## config.mk

```make
export PLATFORM = sky130hd
export DESIGN_NAME = tks_ctrl
export DESIGN_NICKNAME = d
export VERILOG_FILES = /design/src/sv/tks_pkg.sv /design/src/sv/tks_ctrl.sv
export SDC_FILE = /design/constraint.sdc
export NUM_CORES = 1
export LEC_CHECK = 0
export ABC_AREA = 1
export BUFFER_PORTS_ARGS = -buffer_cell sky130_fd_sc_hd__buf_2
export CORE_AREA = 2 2 39 41
export DETAILED_ROUTE_END_ITERATION = 7
export DIE_AREA = 0 0 41 43
export HOLD_SLACK_MARGIN = 0.15
export SLEW_MARGIN = 0
export SYNTH_ARGS = -nofsm -noshare
export SYNTH_HDL_FRONTEND = slang
export SYNTH_SLANG_ARGS = --single-unit
```

## constraint.sdc

```tcl
create_clock -name clk -period 1 [get_ports clk]
set_input_delay 0.15 -clock clk [delete_from_list [all_inputs] [get_ports clk]]
set_output_delay 0.15 -clock clk [all_outputs]
set_load 0.01 [all_outputs]
```

## src/sv/tks_pkg.sv

```systemverilog
// Shared types and constants for the top-k sum block.
`timescale 1ns / 1ps

package tks_pkg;

    localparam int SAMPLE_W = 32;
    localparam int SUM_W    = 42;
    localparam int POS_W    = 32;
    localparam int PEN_W    = 31;
    localparam int SLOT_W   = 11;
    localparam int PROD_W   = PEN_W + POS_W;
    localparam int CFG_IDX_W  = 1;
    localparam int CFG_DATA_W = 31;
    localparam int OUT_DATA_W = 88;

    localparam logic [CFG_IDX_W-1:0] CFG_SLOT_LIMIT   = 1'd0;
    localparam logic [CFG_IDX_W-1:0] CFG_PENALTY_RATE = 1'd1;

    typedef enum logic [2:0] {
        ST_IDLE,
        ST_DECIDE,
        ST_ROOT,
        ST_UP,
        ST_DOWN,
        ST_PLACE,
        ST_SCORE
    } state_t;

    typedef struct packed {
        logic load;
        logic append;
        logic read_root;
        logic replace;
        logic up_step;
        logic down_step;
        logic place;
        logic finish;
    } cmd_t;

    typedef struct packed {
        logic positive;
        logic limit_zero;
        logic room;
        logic count_zero;
        logic one_entry;
        logic take_root;
        logic up_move;
        logic parent_zero;
        logic down_move;
        logic down_more;
        logic out_free;
    } status_t;

endpackage

```

## src/sv/tks_ctrl.sv

```systemverilog
// Sequencer for heap insert, root replacement and score update.
`timescale 1ns / 1ps

module tks_ctrl (
    input  logic             clk,
    input  logic             rst_n,
    input  logic             s_tvalid,
    output logic             s_tready,
    input  tks_pkg::status_t status,
    output tks_pkg::cmd_t    cmd
);

    tks_pkg::state_t state_reg;
    tks_pkg::state_t state_next;

    always_ff @(posedge clk or negedge rst_n)
    begin
        if (!rst_n)
        begin
            state_reg <= tks_pkg::ST_IDLE;
        end
        else
        begin
            state_reg <= state_next;
        end
    end

    always_comb
    begin
        state_next = state_reg;
        cmd        = '0;
        s_tready   = 1'b0;
        case (state_reg)
            tks_pkg::ST_IDLE:
            begin
                s_tready = 1'b1;
                if (s_tvalid)
                begin
                    cmd.load   = 1'b1;
                    state_next = tks_pkg::ST_DECIDE;
                end
            end
            tks_pkg::ST_DECIDE:
            begin
                if (!status.positive || status.limit_zero)
                begin
                    state_next = tks_pkg::ST_SCORE;
                end
                else if (status.room)
                begin
                    cmd.append = 1'b1;
                    state_next = status.count_zero ? tks_pkg::ST_PLACE : tks_pkg::ST_UP;
                end
                else
                begin
                    cmd.read_root = 1'b1;
                    state_next    = tks_pkg::ST_ROOT;
                end
            end
            tks_pkg::ST_ROOT:
            begin
                if (status.take_root)
                begin
                    cmd.replace = 1'b1;
                    state_next  = status.one_entry ? tks_pkg::ST_PLACE : tks_pkg::ST_DOWN;
                end
                else
                begin
                    state_next = tks_pkg::ST_SCORE;
                end
            end
            tks_pkg::ST_UP:
            begin
                if (status.up_move)
                begin
                    cmd.up_step = 1'b1;
                    if (status.parent_zero)
                    begin
                        state_next = tks_pkg::ST_PLACE;
                    end
                end
                else
                begin
                    cmd.place  = 1'b1;
                    state_next = tks_pkg::ST_SCORE;
                end
            end
            tks_pkg::ST_DOWN:
            begin
                if (status.down_move)
                begin
                    cmd.down_step = 1'b1;
                    if (!status.down_more)
                    begin
                        state_next = tks_pkg::ST_PLACE;
                    end
                end
                else
                begin
                    cmd.place  = 1'b1;
                    state_next = tks_pkg::ST_SCORE;
                end
            end
            tks_pkg::ST_PLACE:
            begin
                cmd.place  = 1'b1;
                state_next = tks_pkg::ST_SCORE;
            end
            tks_pkg::ST_SCORE:
            begin
                if (status.out_free)
                begin
                    cmd.finish = 1'b1;
                    state_next = tks_pkg::ST_IDLE;
                end
            end
            default:
            begin
                state_next = tks_pkg::ST_IDLE;
            end
        endcase
    end

`ifndef ASSERT_OFF
    a_accept_to_decide: assert property (@(posedge clk) disable iff (!rst_n)
        s_tvalid && s_tready |=> state_reg == tks_pkg::ST_DECIDE)
        else $error("transaction accepted without entering decide");

    a_score_holds: assert property (@(posedge clk) disable iff (!rst_n)
        state_reg == tks_pkg::ST_SCORE && !status.out_free |=> state_reg == tks_pkg::ST_SCORE)
        else $error("result dropped while output busy");

    a_one_heap_op: assert property (@(posedge clk) disable iff (!rst_n)
        $onehot0({cmd.append, cmd.replace, cmd.up_step, cmd.down_step, cmd.place}))
        else $error("conflicting heap commands");
`endif

endmodule

```

==> results by group, run 1 <==
Run status
  – Run status: finished, violations left
  – Failing checks: negative setup slack

Floorplan
  – Starting Density: 0.2911
  – Height of the die: 43 µm
  – DIE WIDTH: 41 µm
  – CORE AREA: 0.001384 mm²
  – Top Ports: 23
  – Die ar.: 0.001763 mm²
  – Site Rows: 14

Hold path
  – Hold Crit Depth: 5
  – Worst hold start: status[6]
  – Hold crit path type: input port to register
  – Worst Hold End: state_reg[0]$_DFFE_PN0P_

Worst setup path
  – Reg2reg start: state_reg[2]$_DFFE_PN0P_
  – R2R depth: 6
  – Worst endpoint data arrival time: 1.21 ns
  – Reg2reg end: state_reg[2]$_DFFE_PN0P_
  – Setup Crit Path Kind: register to output pin
  – Req. time, crit path: 0.85 ns
  – Crit start category: register
  – R2R Setup Slk: -0.30 ns
  – Crit path capture type: output pin
  – Largest fanout on the critical path: 5

Finish
  – Nets: 114
  – Fin area: 700.7 µm²
  – Most common cell after layout, fill and taps aside: buf_2
  – Share of cells above drive strength 1: 0.5758
  – Max FFs per register: 3
  – Most frequent cells in the layout: buf_2, nand2_1, buf_4, inv_1, nor2_1
  – Ant diodes: 0
  – Synth-to-layout area growth: 73.91%
  – Filler cells: 136

Global routing
  – Initial antenna violation count: 0
  – Gr ovfl total: 0
  – Number of global-route vias before repair: 481
  – Pin count of the biggest net entering global routing: 9
  – GRT Overall Usage: 0.1480
  – First-pass GRT wire length: 1.821 mm

Timing
  – Count of final max-slew check failures: 0
  – Final Hold Vio Count: 0
  – Final WS setup: -0.3604 ns
  – # setup viols final: 12
  – Worst slew margin: 0.8533
  – Period minus WS final: 1.360 ns
  – Unrepaired setup endpoints after global routing: true
  – Worst slew pin tran: 0.2200 ns
  – Skew final: 0.004547 ns
  – Final worst path period share: 1.360
  – F_max: 735.1 MHz

Detailed routing
  – DRC: 0
  – DR pass1 iterations: 4
  – Final ANT Viol Nets: 0
  – Initial drt markers: 13
  – Vias post-DR: 542
  – Total Routed Length: 1.209 mm
  – Wire length per cell: 10.51 µm
  – Vias per cell: 4.713

Clock network
  – CTS tree: yes
  – Clock latency on the worst-skew pair: 0.23 ns
  – CTS Buffer Depth: 2
  – Clock-pin slew on the worst setup and hold paths: 0.03 ns
  – H-tree levels: 1
  – Num CTS Buffers: 3
  – Number of clock sinks: 3
  – Root buffer cell: clkbuf_4

Synth
  – Synthesized area per cell: 6.395 µm²
  – Distinct cell type count after synthesis: 22
  – Post-synth top area cell: dfrtp_1
  – Mapped Cells: 63
  – Netlist Area Pre-Place: 402.9 µm²
  – Synth area leaders: dfrtp_1, nand2_1, inv_1
  – Synthesis-stage register bit count: 3
  – Post-Syn Nets: 77
  – Post-synth top area share: 0.1863
  – Yosys Warn Count: 0
  – Sequential fraction of the synthesis area: 0.1863

Power and ir drop
  – Leakage power: 0.3968 nW
  – Power Dens Cells: 2731 mW/mm²
  – Total power: 1.914 mW
  – Max rail drop VDD: 1.115 mV

Place
  – HPWL Detailed: 843.6 µm
  – RePlAce Congestion: 0.7736
  – Placed instance area: 553.0 µm²
  – Place WS: -0.2407 ns
  – Number of port buffers: 22

Flow run
  – Max_cap viols: 0
## worst max-delay path, cell delays in order (launching register included)
cell	delay (ns)
dfrtp_2	0.45
inv_2	0.10
nand3_2	0.14
nor3_2	0.13
buf_2	0.15
## stage by stage
step	instances	hold WS [ns]	setup TNS [ns]	util
2_1_floorplan	63	-0.1456	-0.1896	-
3_3_place_gp	101	-0.05207	-1.786	0.3996
5_1_grt	115	0.2677	-4.204	0.5063
3_5_place_dp	101	-0.05210	-2.002	0.3996
4_1_cts	114	0.2378	-3.548	0.4801
6_report	115	0.2416	-3.514	0.5063
## cells by family after synthesis
kind of cell | synth area share
AOI/OAI and AO/OA | 0.09315
DFF | 0.1863
buffers and inverters | 0.1895
and+or+nand+nor | 0.5093
xor gates and xnor gates | 0.02174
## layout make-up
type / instances / area, µm² / area share
multi-input combinational: 46 / 297.8 / 0.4250
timing repair buffer: 35 / 226.5 / 0.3232
sequential: 3 / 78.83 / 0.1125
inverter: 11 / 51.30 / 0.07321
clock buffer: 4 / 26.28 / 0.03750
tap: 16 / 20.02 / 0.02857
## metal layers
layer  track usage  routed length [µm]  vias to the layer above
met4       0.02000                   0                        0
li1              -                   -                      276
met1        0.1786                 479                      243
met5             0                   0                        -
met3       0.04712                 103                        0
met2        0.2500                 627                       23
## repair_timing
item,in CTS,in global routing
pin swaps,2,6
endpoints found under the setup margin,12,12
hold buffers,1,0
gates resized for setup,6,9
buffers inserted,8,1
hold endpoints to repair,3,0
## synth_stat cells
| library cell | count |
|---|---|
| o21ai_0 | 5 |
| nand3_1 | 2 |
| nand3_2 | 1 |
| inv_1 | 8 |
| a21oi_1 | 1 |
| inv_2 | 2 |
| nor2_1 | 7 |
| nor3_4 | 1 |
| nand2_2 | 2 |
| buf_6 | 2 |
| buf_4 | 1 |
| nor2_2 | 2 |
| nor4_1 | 2 |
| nor2_4 | 1 |
| inv_6 | 1 |
| nand4_1 | 4 |
| dfrtp_1 | 3 |
| nor3_1 | 1 |
| nand2_4 | 1 |
| nand2_1 | 14 |
| xnor2_1 | 1 |
| o211ai_1 | 1 |
## how the worst max path moves through the flow
stage | startpoint | endpoint | depth (start not counted)
floorplan | state_reg[2]$_DFFE_PN0P_ | state_reg[2]$_DFFE_PN0P_ | 9
global placement | state_reg[1]$_DFFE_PN0P_ | state_reg[0]$_DFFE_PN0P_ | 7
detailed placement | state_reg[1]$_DFFE_PN0P_ | state_reg[0]$_DFFE_PN0P_ | 7
CTS | state_reg[1]$_DFFE_PN0P_ | cmd[5] | 4
global route | state_reg[2]$_DFFE_PN0P_ | cmd[1] | 6
finish | state_reg[1]$_DFFE_PN0P_ | cmd[5] | 4
## report_power, final
group | internal, mW | leakage [nW] | switching (mW)
Combinational | 0.664 | 0.349 | 0.672
Sequential | 0.199 | 0.0332 | 0.166
Clock | 0.149 | 0.0150 | 0.0628
Total | 1.01 | 0.397 | 0.900
(Power assumes the default switching activity.)
==> inputs of run 2 (changes only) <==
--- a/config.mk
+++ b/config.mk
@@ -7,9 +7,9 @@
 export LEC_CHECK = 0
 export ABC_AREA = 1
 export BUFFER_PORTS_ARGS = -buffer_cell sky130_fd_sc_hd__buf_2
-export CORE_AREA = 2 2 39 41
+export CORE_AREA = 4 4 41 43
 export DETAILED_ROUTE_END_ITERATION = 7
-export DIE_AREA = 0 0 41 43
+export DIE_AREA = 0 0 45 47
 export HOLD_SLACK_MARGIN = 0.15
 export SLEW_MARGIN = 0
 export SYNTH_ARGS = -nofsm -noshare
==> results by group, run 2 (same netlist as run 1, synthesis figures left out) <==
Run status
  – Run status: finished, violations left
  – Failing checks: negative setup slack

Finish
  – Ant diodes: 0
  – Max FFs per register: 3
  – Share of cells above drive strength 1: 0.5567
  – Nets: 112
  – Synth-to-layout area growth: 66.77%
  – Most frequent cells in the layout: buf_2, nand2_1, buf_4, inv_1, nor2_1
  – Most common cell after layout, fill and taps aside: buf_2
  – Core Util, Final: 0.5163

Place
  – Place WS: -0.2285 ns
  – RePlAce Congestion: 0.7850
  – Number of port buffers: 22
  – HPWL Detailed: 849.2 µm

Global routing
  – Number of global-route vias before repair: 452
  – First-pass GRT wire length: 1.856 mm
  – GRT Overall Usage: 0.1197
  – Pin count of the biggest net entering global routing: 9
  – Initial antenna violation count: 0
  – Gr ovfl total: 0

Worst setup path
  – Largest stage delay, worst path: 0.46 ns
  – Worst endpoint data arrival time: 1.22 ns
  – Crit path capture type: output pin
  – Setup Crit Path Kind: register to output pin
  – Largest fanout on the critical path: 7
  – Crit path max-delay family: flip-flops
  – Worst-path cell chain: inv_8 -> nand2_4 -> nor2_4 -> nand2_1 -> nand2_1 -> buf_2
  – R2R Setup Slk: -0.31 ns
  – Req. time, crit path: 0.85 ns
  – Slowest cell on the critical path: dfrtp_2
  – Worst Path Buf+Inv: 2
  – Most frequent CP cell: nand2_1
  – Crit start category: register

Timing
  – Unrepaired setup endpoints after global routing: true
  – Hold WS: 0.2071 ns
  – Final Hold Vio Count: 0
  – Skew final: 0.004258 ns
  – F_max: 732.3 MHz
  – # setup viols final: 12
  – Setup TNS Final: -3.459 ns
  – Final WS setup: -0.3656 ns
  – Final worst path period share: 1.366
  – Period minus WS final: 1.366 ns
  – Worst slew margin: 0.7818
  – Worst slew pin tran: 0.3238 ns
  – Count of final max-slew check failures: 0

Detailed routing
  – DR pass1 iterations: 4
  – Total Routed Length: 1.111 mm
  – Vias post-DR: 501
  – Vias per cell: 4.473
  – DRC: 0
  – Final ANT Viol Nets: 0
  – Initial drt markers: 10
  – Wire length per cell: 9.920 µm

Floorplan
  – Height of the die: 47 µm
  – Starting Density: 0.3096
  – Site Rows: 13
  – Top Ports: 23
  – DIE WIDTH: 45 µm
  – Die ar.: 0.002115 mm²
  – CORE AREA: 0.001301 mm²

Clock network
  – Root buffer cell: clkbuf_4
  – Num CTS Buffers: 3
  – CTS tree: yes
  – H-tree levels: 1
  – Clock-pin slew on the worst setup and hold paths: 0.04 ns
  – CTS Buffer Depth: 2
  – Number of clock sinks: 3
  – Clock latency on the worst-skew pair: 0.23 ns

Power and ir drop
  – Power Dens Cells: 2741 mW/mm²
  – Leakage power: 0.3736 nW
  – Total power: 1.842 mW
  – Max rail drop VDD: 0.9664 mV

Hold path
  – Hold crit path type: input port to register

Flow run
  – Max_cap viols: 0
## run 2: worst min-delay path, delay by kind of cell
family	cells	cell delay [ns]
and+or+nand+nor	3	0.17
buffers and inverters	1	0.08
## run 2: worst paths after layout
check                                                 to  cells after the start                      from
worst max-delay path                              cmd[1]                      6  state_reg[2]$_DFFE_PN0P_
worst min-delay path            state_reg[0]$_DFFE_PN0P_                      4                 status[3]
worst max register to register  state_reg[1]$_DFFE_PN0P_                      6  state_reg[0]$_DFFE_PN0P_
worst min register to register  state_reg[2]$_DFFE_PN0P_                      3  state_reg[2]$_DFFE_PN0P_
max in group asynchronous       state_reg[1]$_DFFE_PN0P_                      2                     rst_n
min in group asynchronous       state_reg[0]$_DFFE_PN0P_                      2                     rst_n
## run 2: cell type report
type / count / area [µm²]
multi-input cells: 46 / 291.5
inverters: 11 / 51.30
fillers: 137 / 629.4
repair buffers: 33 / 205.2
well taps: 15 / 18.77
flip-flops and latches: 3 / 78.83
clock buffers: 4 / 26.28
## run 2: report_power, final
group | leakage [nW] | total (mW) | internal, mW | switching, mW
registers | 0.0332 | 0.374 | 0.199 | 0.175
logic | 0.325 | 1.26 | 0.610 | 0.647
clock network | 0.0150 | 0.211 | 0.150 | 0.0619
## run 2: per-stage QoR
step	instances	cell area [µm²]
after floorplan	63	434.2
after global placement	101	559.3
after detailed placement	101	559.3
after CTS	111	655.6
after global routing	112	671.9
final	112	671.9
## run 2: per-layer routing
metal | share of wire | GRT usage
met5 | 0 | 0
met4 | 0 | 0.05263
met3 | 0.051 | 0.01149
met2 | 0.51 | 0.2119
met1 | 0.44 | 0.1471
## run 2: repair_timing
action,CTS,global route
hold buffers,1,0
endpoints found under the hold margin,3,0
setup endpoints to repair,12,12
gates resized for setup,9,2
buffers inserted,5,1
==> inputs of run 3 (changes only) <==
--- a/config.mk
+++ b/config.mk
@@ -7,10 +7,13 @@
 export LEC_CHECK = 0
 export ABC_AREA = 1
 export BUFFER_PORTS_ARGS = -buffer_cell sky130_fd_sc_hd__buf_2
-export CORE_AREA = 4 4 41 43
+export CELL_PAD_IN_SITES_DETAIL_PLACEMENT = 1
+export CELL_PAD_IN_SITES_GLOBAL_PLACEMENT = 2
+export CORE_ASPECT_RATIO = 1.75
+export CORE_UTILIZATION = 17
 export DETAILED_ROUTE_END_ITERATION = 7
-export DIE_AREA = 0 0 45 47
 export HOLD_SLACK_MARGIN = 0.15
+export PLACE_DENSITY_LB_ADDON = 0.1
 export SLEW_MARGIN = 0
 export SYNTH_ARGS = -nofsm -noshare
 export SYNTH_HDL_FRONTEND = slang
==> results by group, run 3 (same netlist as run 1, synthesis figures left out) <==
Clock network
  – Number of clock sinks: 3
  – H-tree levels: 1
  – Num CTS Buffers: 3
  – Clock-pin slew on the worst setup and hold paths: 0.03 ns
  – Root buffer cell: clkbuf_8
  – CTS tree: yes
  – CTS Buffer Depth: 2
  – Clock latency on the worst-skew pair: 0.22 ns

Detailed routing
  – Wire length per cell: 12.00 µm
  – Vias post-DR: 538
  – Vias per cell: 4.410
  – DR pass1 iterations: 2
  – Initial drt markers: 10
  – Met3 wire length: 79 µm
  – Total Routed Length: 1.464 mm
  – Met2 WL post-DR: 839 µm
  – Final ANT Viol Nets: 0
  – DRC: 0
  – Post-Route M1 WL: 526 µm
  – Top Metal Used: met4

Finish
  – Share of cells above drive strength 1: 0.5773
  – Nets: 112
  – Ant diodes: 0
  – Synth-to-layout area growth: 77.64%
  – Most frequent cells in the layout: buf_2, nand2_1, inv_1, buf_4, nor2_1
  – Max FFs per register: 3
  – Most common cell after layout, fill and taps aside: buf_2

Power and ir drop
  – Max rail drop VDD: 0.6659 mV
  – Switching part of the total: 0.4738
  – Comb power frac: 0.625
  – Leakage power: 0.3920 nW
  – Internal: 1.033 mW
  – Reg power frac: 0.195
  – P_sw: 0.9302 mW
  – Power Dens Cells: 2743 mW/mm²
  – Clock power share: 0.180

Timing
  – Final WS setup: -0.3378 ns
  – Setup TNS Final: -3.434 ns
  – Final Hold Vio Count: 0
  – # setup viols final: 12
  – Period minus WS final: 1.338 ns
  – Skew final: 0.0006167 ns
  – Worst slew margin: 0.8376
  – Unrepaired setup endpoints after global routing: true
  – Final worst path period share: 1.338
  – Worst slew pin tran: 0.2416 ns
  – Count of final max-slew check failures: 0
  – F_max: 747.5 MHz

Floorplan
  – Starting Density: 0.1772
  – CORE AREA: 0.002273 mm²
  – Top Ports: 23
  – Height of the die: 66.40 µm
  – Die ar.: 0.002576 mm²
  – Site Rows: 23
  – DIE WIDTH: 38.80 µm

Worst setup path
  – Setup Crit Path Kind: register to output pin
  – R2R depth: 7
  – Worst endpoint data arrival time: 1.19 ns
  – Crit start category: register
  – Largest fanout on the critical path: 8
  – Largest stage delay, worst path: 0.48 ns
  – Worst-path cell chain: nor4_2 -> buf_2
  – Crit path capture type: output pin
  – Slowest cell on the critical path: dfrtp_2
  – Req. time, crit path: 0.85 ns

Run status
  – Failing checks: negative setup slack
  – Run status: finished, violations left

Global routing
  – Initial antenna violation count: 0
  – GRT Overall Usage: 0.1399
  – First-pass GRT wire length: 2.449 mm
  – Pin count of the biggest net entering global routing: 9
  – Number of global-route vias before repair: 562
  – Gr ovfl total: 0

Place
  – Place WS: -0.2610 ns
  – Number of port buffers: 22
  – HPWL Detailed: 1.159 mm
  – RePlAce Congestion: 0.7042

Hold path
  – Hold crit path type: input port to asynchronous set/reset pin

Flow run
  – Max_cap viols: 0
[run 3: worst paths after layout]
| kind | from | to | slack (ns) |
|---|---|---|---|
| max in group asynchronous | rst_n | state_reg[0]$_DFFE_PN0P_ | 0.61 |
| min in group clk | status[6] | state_reg[0]$_DFFE_PN0P_ | 0.28 |
| worst min register to register | state_reg[2]$_DFFE_PN0P_ | state_reg[2]$_DFFE_PN0P_ | 0.76 |
| worst max register to register | state_reg[1]$_DFFE_PN0P_ | state_reg[0]$_DFFE_PN0P_ | -0.31 |
| worst max-delay path | state_reg[0]$_DFFE_PN0P_ | cmd[0] | -0.34 |
| worst min-delay path | rst_n | state_reg[2]$_DFFE_PN0P_ | 0.26 |
[run 3: area by class of cell]
class / instances / area (µm²)
Clock buffer: 4 / 45.04
Fill cell: 303 / 1558
Inverter: 11 / 53.80
Multi-Input combinational cell: 46 / 297.8
Sequential cell: 3 / 78.83
Tap cell: 25 / 31.28
Timing Repair Buffer: 33 / 209.0
[run 3: repair_timing]
| action | in CTS | in global routing |
|---|---|---|
| gates cloned | 0 | 0 |
| setup buffers | 4 | 2 |
| resized for setup | 9 | 7 |
| pin swaps | 3 | 1 |
| endpoints found under the hold margin | 3 | 0 |
| hold buffers | 1 | 0 |
| setup endpoints to repair | 12 | 12 |
[run 3: worst max-delay path, delay by kind of cell (launching register included)]
family	cells	cell delay [ns]
buf+inv	1	0.17
flops	1	0.48
simple gates	1	0.31
[run 3: metal layers]
layer | vias up | global-route usage
li1 | 273 | -
met1 | 245 | 0.1443
met2 | 18 | 0.2438
met3 | 2 | 0.04040
met4 | 0 | 0.06466
met5 | - | 0
[run 3: power groups by stage]
stage          Combinational, mW  Clock (mW)  Sequential, mW
5_1_grt                     1.37       0.378           0.402
4_1_cts                     1.15       0.364           0.370
2_1_floorplan              0.913           0           0.211
6_report                    1.23       0.353           0.383
3_3_place_gp                1.01           0           0.361
3_5_place_dp               0.999           0           0.364
[run 3: through the flow]
stage               instances  hold slack, ns    util  cell area [µm²]  power (mW)
detailed placement        111        -0.04754  0.2515            571.8       1.362
CTS                       120          0.2587  0.2961            673.1       1.882
finish                    122          0.2620  0.3148            715.7       1.963
global route              122          0.2930  0.3148            715.7       2.153
floorplan                  63         -0.1456       -            434.2       1.124
global placement          111        -0.05140  0.2515            571.8       1.366
